--- config.mk ---
export PLATFORM = sky130hd
export DESIGN_NAME = omrs_ctrl
export DESIGN_NICKNAME = d
export VERILOG_FILES = /design/src/rtl/omrs_pkg.sv /design/src/rtl/omrs_ctrl.sv
export SDC_FILE = /design/constraint.sdc
export NUM_CORES = 1
export LEC_CHECK = 0
export BUFFER_PORTS_ARGS = -buffer_cell sky130_fd_sc_hd__buf_4
export CORE_MARGIN = 5
export CORE_UTILIZATION = 46
export DETAILED_ROUTE_END_ITERATION = 10
export PLACE_DENSITY_LB_ADDON = 0.25
export SLEW_MARGIN = 30
export SYNTH_ARGS = -nofsm -noshare
export SYNTH_HDL_FRONTEND = slang
export SYNTH_SLANG_ARGS = --single-unit
--- constraint.sdc ---
create_clock -name clk_i -period 1.98 [get_ports clk_i]
set_clock_uncertainty 0.05 [all_clocks]
set_input_delay 0.099 -clock clk_i [delete_from_list [all_inputs] [get_ports clk_i]]
set_output_delay 0.099 -clock clk_i [all_outputs]
set_load 0.05 [all_outputs]
--- src/rtl/omrs_pkg.sv ---
// Shared types and codes of the ordered map rank/select unit.
// Used by omrs_ctrl, omrs_datapath and ordered_map_rank_select_unit.
package omrs_pkg;

  typedef enum logic [1:0] {
    CMD_INSERT = 2'd0,
    CMD_LOOKUP = 2'd1,
    CMD_DELETE = 2'd2,
    CMD_SELECT = 2'd3
  } omrs_cmd_e;

  typedef enum logic [1:0] {
    ST_OK        = 2'd0,
    ST_NOT_FOUND = 2'd1,
    ST_FULL      = 2'd2,
    ST_BAD_RANK  = 2'd3
  } omrs_status_e;

  typedef enum logic [1:0] {
    RD_IDX,
    RD_MV_DN,
    RD_MV_UP,
    RD_RANK
  } omrs_rd_sel_e;

  typedef enum logic [3:0] {
    S_IDLE,
    S_DISPATCH,
    S_SRCH_RD,
    S_SRCH_CMP,
    S_MV_RD,
    S_MV_WR,
    S_PUT,
    S_SEL_RD,
    S_DONE_OK,
    S_DONE_VAL,
    S_DONE_NF,
    S_DONE_FULL,
    S_DONE_RANK
  } omrs_state_e;

  localparam int unsigned KeyW   = 32;
  localparam int unsigned ValW   = 64;
  localparam int unsigned RankW  = 8;
  localparam int unsigned HeldW  = 9;
  localparam logic [KeyW-1:0] SignFlip = 32'h8000_0000;

  // Commands from the controller to the datapath.
  typedef struct packed {
    logic         load_req;
    logic         clr_idx;
    logic         inc_idx;
    logic         mem_rd;
    omrs_rd_sel_e rd_sel;
    logic         mv_from_fill;
    logic         mv_from_idx;
    logic         mv_dec;
    logic         mv_inc;
    logic         wr_shift;
    logic         wr_put;
    logic         fill_inc;
    logic         fill_dec;
    logic         out_load;
    omrs_status_e out_status;
    logic         out_take_rd;
  } omrs_ctrl_t;

  // Status from the datapath to the controller.
  typedef struct packed {
    omrs_cmd_e cmd;
    logic      idx_end;
    logic      go_on;
    logic      key_eq;
    logic      full;
    logic      rank_bad;
    logic      mv_at_idx;
    logic      mv_last;
    logic      out_free;
  } omrs_stat_t;

endpackage

--- src/rtl/omrs_ctrl.sv ---
// Sequencer of the ordered map rank/select unit: search, shift, write, report.
// Depends on omrs_pkg; drives omrs_datapath through omrs_ctrl_t.
module omrs_ctrl
  import omrs_pkg::*;
(
  input  logic       clk_i,
  input  logic       rst_ni,
  input  logic       req_valid_i,
  output logic       req_ready_o,
  input  omrs_stat_t stat_i,
  output omrs_ctrl_t ctrl_o
);

  omrs_state_e state_q, state_d;

  always_ff @(posedge clk_i or negedge rst_ni) begin
    if (!rst_ni) begin
      state_q <= S_IDLE;
    end else begin
      state_q <= state_d;
    end
  end

  always_comb begin
    state_d = state_q;
    unique case (state_q)
      S_IDLE: begin
        if (req_valid_i) state_d = S_DISPATCH;
      end
      S_DISPATCH: begin
        unique case (stat_i.cmd)
          CMD_INSERT: state_d = stat_i.full ? S_DONE_FULL : S_SRCH_RD;
          CMD_SELECT: state_d = stat_i.rank_bad ? S_DONE_RANK : S_SEL_RD;
          default:    state_d = S_SRCH_RD;
        endcase
      end
      S_SRCH_RD: begin
        if (!stat_i.idx_end) state_d = S_SRCH_CMP;
        else if (stat_i.cmd == CMD_INSERT) state_d = S_MV_RD;
        else state_d = S_DONE_NF;
      end
      S_SRCH_CMP: begin
        if (stat_i.go_on) state_d = S_SRCH_RD;
        else if (stat_i.cmd == CMD_INSERT) state_d = S_MV_RD;
        else if (!stat_i.key_eq) state_d = S_DONE_NF;
        else if (stat_i.cmd == CMD_LOOKUP) state_d = S_DONE_VAL;
        else state_d = S_MV_RD;
      end
      S_MV_RD: begin
        if (stat_i.cmd == CMD_INSERT) state_d = stat_i.mv_at_idx ? S_PUT : S_MV_WR;
        else state_d = stat_i.mv_last ? S_DONE_OK : S_MV_WR;
      end
      S_MV_WR:  state_d = S_MV_RD;
      S_PUT:    state_d = S_DONE_OK;
      S_SEL_RD: state_d = S_DONE_VAL;
      S_DONE_OK, S_DONE_VAL, S_DONE_NF, S_DONE_FULL, S_DONE_RANK: begin
        if (stat_i.out_free) state_d = S_IDLE;
      end
      default: state_d = S_IDLE;
    endcase
  end

  always_comb begin
    ctrl_o = '0;
    ctrl_o.rd_sel = RD_IDX;
    ctrl_o.out_status = ST_OK;
    req_ready_o = (state_q == S_IDLE);
    unique case (state_q)
      S_IDLE: begin
        ctrl_o.load_req = req_valid_i;
        ctrl_o.clr_idx  = req_valid_i;
      end
      S_SRCH_RD: begin
        if (!stat_i.idx_end) ctrl_o.mem_rd = 1'b1;
        else if (stat_i.cmd == CMD_INSERT) ctrl_o.mv_from_fill = 1'b1;
      end
      S_SRCH_CMP: begin
        if (stat_i.go_on) ctrl_o.inc_idx = 1'b1;
        else if (stat_i.cmd == CMD_INSERT) ctrl_o.mv_from_fill = 1'b1;
        else if (stat_i.key_eq && stat_i.cmd == CMD_DELETE) ctrl_o.mv_from_idx = 1'b1;
      end
      S_MV_RD: begin
        if (stat_i.cmd == CMD_INSERT) begin
          if (!stat_i.mv_at_idx) begin
            ctrl_o.mem_rd = 1'b1;
            ctrl_o.rd_sel = RD_MV_DN;
          end
        end else if (stat_i.mv_last) begin
          ctrl_o.fill_dec = 1'b1;
        end else begin
          ctrl_o.mem_rd = 1'b1;
          ctrl_o.rd_sel = RD_MV_UP;
        end
      end
      S_MV_WR: begin
        ctrl_o.wr_shift = 1'b1;
        if (stat_i.cmd == CMD_INSERT) ctrl_o.mv_dec = 1'b1;
        else ctrl_o.mv_inc = 1'b1;
      end
      S_PUT: begin
        ctrl_o.wr_put   = 1'b1;
        ctrl_o.fill_inc = 1'b1;
      end
      S_SEL_RD: begin
        ctrl_o.mem_rd = 1'b1;
        ctrl_o.rd_sel = RD_RANK;
      end
      S_DONE_OK: ctrl_o.out_load = stat_i.out_free;
      S_DONE_VAL: begin
        ctrl_o.out_load    = stat_i.out_free;
        ctrl_o.out_take_rd = 1'b1;
      end
      S_DONE_NF: begin
        ctrl_o.out_load   = stat_i.out_free;
        ctrl_o.out_status = ST_NOT_FOUND;
      end
      S_DONE_FULL: begin
        ctrl_o.out_load   = stat_i.out_free;
        ctrl_o.out_status = ST_FULL;
      end
      S_DONE_RANK: begin
        ctrl_o.out_load   = stat_i.out_free;
        ctrl_o.out_status = ST_BAD_RANK;
      end
      default: ;
    endcase
  end

endmodule

== Word-level counts from Yosys, hierarchy flattened ==
Cells that the tools add are included.

* Register bits after elaboration: 4
* Input bits: 13
* Output and inout bits: 19
* Word-level logic and storage cells: 63

* Equality and inequality tests: 17
* Mux-type cells: 40
* Reductions and logical operators: 5

{| class="wikitable"
|+ Operator list
! operator !! number
|-
| 4-bit 2-to-1 mux || 12
|-
| 4-bit case mux with 9 select lines || 1
|-
| 4-bit == test (second input constant) || 5
|-
| 4-bit by 3-bit == test with 1-bit output (second input constant) || 4
|-
| 1-bit 2-to-1 mux || 14
|-
| 3-bit 2-to-1 mux || 4
|-
| 4-bit by 2-bit == test with 1-bit output (second input constant) || 2
|-
| 2-bit 2-to-1 mux || 4
|-
| 4-bit case mux with 2 select lines || 1
|-
| 2-bit case mux with 3 select lines || 1
|-
| 5-bit OR reduction || 1
|-
| 2-bit == test (second input constant) || 2
|-
| 4-bit by 1-bit == test with 1-bit output (second input constant) || 1
|-
| 4-bit logical NOT || 1
|-
| 2-bit case mux with 2 select lines || 1
|-
| 1-bit case mux with 3 select lines || 1
|-
| 2-bit by 1-bit == test with 1-bit output (second input constant) || 1
|-
| 2-bit logical NOT || 1
|-
| 2-bit by 1-bit != test with 1-bit output (second input constant) || 1
|-
| 2-bit != test (second input constant) || 1
|-
| 1-bit case mux with 2 select lines || 1
|-
| 2-bit AND reduction || 1
|-
| 1-bit logical AND || 1
|}

== Logic depth before layout (Yosys ltp) ==
* Depth in word-level cells: 6
* Mapped depth: 7
* Depth with buffers taken out: 6

== Least setup slack after synthesis ==
Ideal clock, no wire load.

* Kind: flip-flop to output port
* Start point: register state_q[3]
* End point: output port ctrl_o[6] in the netlist's numbering
* Arrival time: 2,351 ps
* Data required time: 1,831 ps
* Path slack: -520 ps
* Stages on the path, launching flop included: 6
* Path buffers: 3
* Path through: dfrtp_1 -> buf_6 -> nand2b_1 -> buf_6 -> nor3b_1 -> buf_4

{| class="wikitable"
|+ RTL lines
! item !! line !! source
|-
| start, declared || omrs_ctrl.sv:14 || <nowiki>omrs_state_e state_q, state_d;</nowiki>
|-
| start signal, assigned || omrs_ctrl.sv:20 || <nowiki>state_q <= state_d;</nowiki>
|-
| end, declared || omrs_ctrl.sv:11 || <nowiki>output omrs_ctrl_t ctrl_o</nowiki>
|}

==> summary.txt <==
Setup path
  – CP Max Fanout: 10
  – Critical Path Start: state_q[3]
  – Crit-path max cell delay: 0.46 ns
  – Critical Path AT: 1.75 ns
  – Crit. End Element: output port
  – Crit path kind: reg -> out
  – Reg2Reg Setup Slack: 0.31 ns
  – Worst Path Buf+Inv: 1
  – Crit Reg-Reg Startpoint: state_q[1]
  – Worst Path Required: 1.83 ns
  – Top Family by Delay on Critical Path: simple AND/OR/NAND/NOR gates
  – Critical path, cell by cell: or2_4 > or3_4 > nor3_2 > buf_6
  – CP startpoint kind: register
  – Slowest-stage cell, CP: dfrtp_2

Run status
  – Outcome: finished, final reports clean

Finish
  – Final antenna diode count: 0
  – Biggest regs: state_q: 4 flops
  – FF+latch area: 101 sq um
  – Commonest non-fill, non-tap cell in the layout: buf_4
  – Area of the multi-input gates: 553 sq um
  – Share of post-route cells with drive strength above 1: 0.430
  – Max reg flops: 4
  – Most frequent cells in the layout: buf_4 (35), nor2_1 (8), nor3_1 (7)
  – # nets final: 147
  – Largest Register: state_q
  – FILL cells: 127
  – Area grow syn2layout: 43.5%

GRT
  – Antenna violations before repair: 0
  – Global-route wire length before repair: 3440 microns
  – Total gr overflow: 0
  – GRT Total Usage: 0.180
  – Vias in the first global route: 771
  – Largest net degree at the start of global routing: 17

Die
  – Die Ht: 49.0 microns
  – Initial Util: 0.475
  – Die ar.: 0.00240 sq mm
  – I/O Pins: 32
  – Die W: 49.0 microns
  – FP Rows: 14
  – Core area: 0.00147 sq mm

Synth
  – Ys async rst share: 1.00
  – Most used DFF post-synth: dfrtp_1
  – Post-Syn Area: 699 sq um
  – Post-synth EDFFs: 0
  – Seq cells post-synth: 4
  – Register area share after synthesis: 0.143
  – Cells after synthesis: 98
  – Post-Syn Nets: 115
  – Count of cell types in the netlist: 39
  – Ys Warns: 0
  – Syn_area_per_cell: 7.14 sq um

Timing
  – Final setup fails: 0
  – Worst setup margin: 0.0786 ns
  – Max Clk Rate: 0.526 GHz
  – Final Cycle Share: 0.960
  – Worst slew margin: 0.628
  – Slew Limit Fails: 0
  – RSZ-0062 raised after global routing: false
  – Final Hold Viols: 0
  – Crit path time final: 1.90 ns
  – Actual slew at the worst max-slew pin: 0.544 ns

Routing
  – Detailed Route WL: 2210 microns
  – Avg WL per Cell: 15.3 microns
  – Post-route ant nets: 0
  – DRT Pass-1 Iters: 5
  – Starting DRC count in detailed routing: 32
  – Vias per cell: 6.03
  – DRC Markers: 0
  – Via Count: 868

Clock network
  – H-tree Lvls: 1
  – Clock sink count: 4
  – CTS buffer count: 3
  – Clock Path Buffers: 2
  – CTS tree: yes
  – Clock latency on the worst-skew pair: 0.25 ns
  – Clock Pin Slew Worst Setup and Hold Paths: 0.04 ns
  – Post-CTS Setup Bufs: 0
  – Root Driver: clkbuf_4

Flow run
  – Max-Cap Viols: 0

Place
  – # port buffers: 31
  – Dpl hpwl: 1690 microns
  – Post-place setup slack: 0.247 ns
  – Placer congestion estimate: 0.818

Power
  – Lkg Pwr: 0.452 nW
  – Total Power: 1.33 mW
  – P per Cell Area: 1320 mW/mm^2
  – VDD IR max: 638 uV

Hold path
  – Hold Path Class: in -> async
[through the flow]
stage | hold slack [ns] | util | setup TNS, ns | cells | area, sq um
6_report | 0.126 | 0.682 | 0 | 144 | 1000
2_1_floorplan | -0.247 | - | -0.0288 | 98 | 736
3_3_place_gp | -0.155 | 0.649 | 0 | 140 | 955
4_1_cts | 0.141 | 0.673 | 0 | 144 | 990
3_5_place_dp | -0.150 | 0.649 | 0 | 140 | 955
5_1_grt | 0.152 | 0.682 | 0 | 144 | 1000
[Yosys cell counts (4+ instances only)]
cell      number  area share
a21oi_1        7       0.050
o21ai_0        4       0.029
ha_1           4       0.072
inv_1          6       0.032
nor2_1         8       0.043
dfrtp_1        4        0.14
nand2_1        7       0.038
nor3_1        10       0.072
nand2b_1       4       0.036
[metal layers]
metal  track usage  up-vias  routed length [microns]  share of wire
li1              -      414                        -              -
met1         0.213      396                      881           0.40
met2         0.287       47                     1070           0.48
met3        0.0336       11                      174          0.079
met4         0.126        0                       82          0.037
met5             0        -                        0              0
[what timing repair did]
action | in CTS | in global routing
cloned | 0 | 0
hold buffers | 1 | 0
endpoints found under the setup margin | 1 | 2
endpoints found under the hold margin | 4 | 0
gates resized for setup | 1 | 5
[worst paths after layout]
path,depth (start not counted),end
max in group asynchronous,2,state_q[3]
hold reg to reg,2,state_q[2]
setup reg to reg,4,state_q[0]
hold / removal,2,state_q[0]
min in group clk_i,3,state_q[0]
setup / recovery,4,ctrl_o[10]
[logic make-up after synthesis]
| kind of cell | synth area share |
|---|---|
| fa+ha+maj | 0.0716 |
| xor+xnor | 0.0125 |
| flops | 0.143 |
| mux | 0.0143 |
| buf+inv | 0.134 |
| compound gates | 0.247 |
| simple gates | 0.378 |
[final cells by class]
class | instances | area share
clock buffer | 3 | 0.0224
inverter | 6 | 0.0224
multi-input combinational | 78 | 0.551
sequential | 4 | 0.101
tap | 16 | 0.0200
timing repair buffer | 37 | 0.283
[power breakdown]
| part | leakage [nW] | switching, mW | internal (mW) |
|---|---|---|---|
| sequential | 0.0509 | 0.0536 | 0.118 |
| clock | 0.0138 | 0.0405 | 0.0683 |
| combinational | 0.387 | 0.680 | 0.367 |
| total | 0.452 | 0.774 | 0.553 |
No activity file was read; power rests on OpenSTA's default activity.
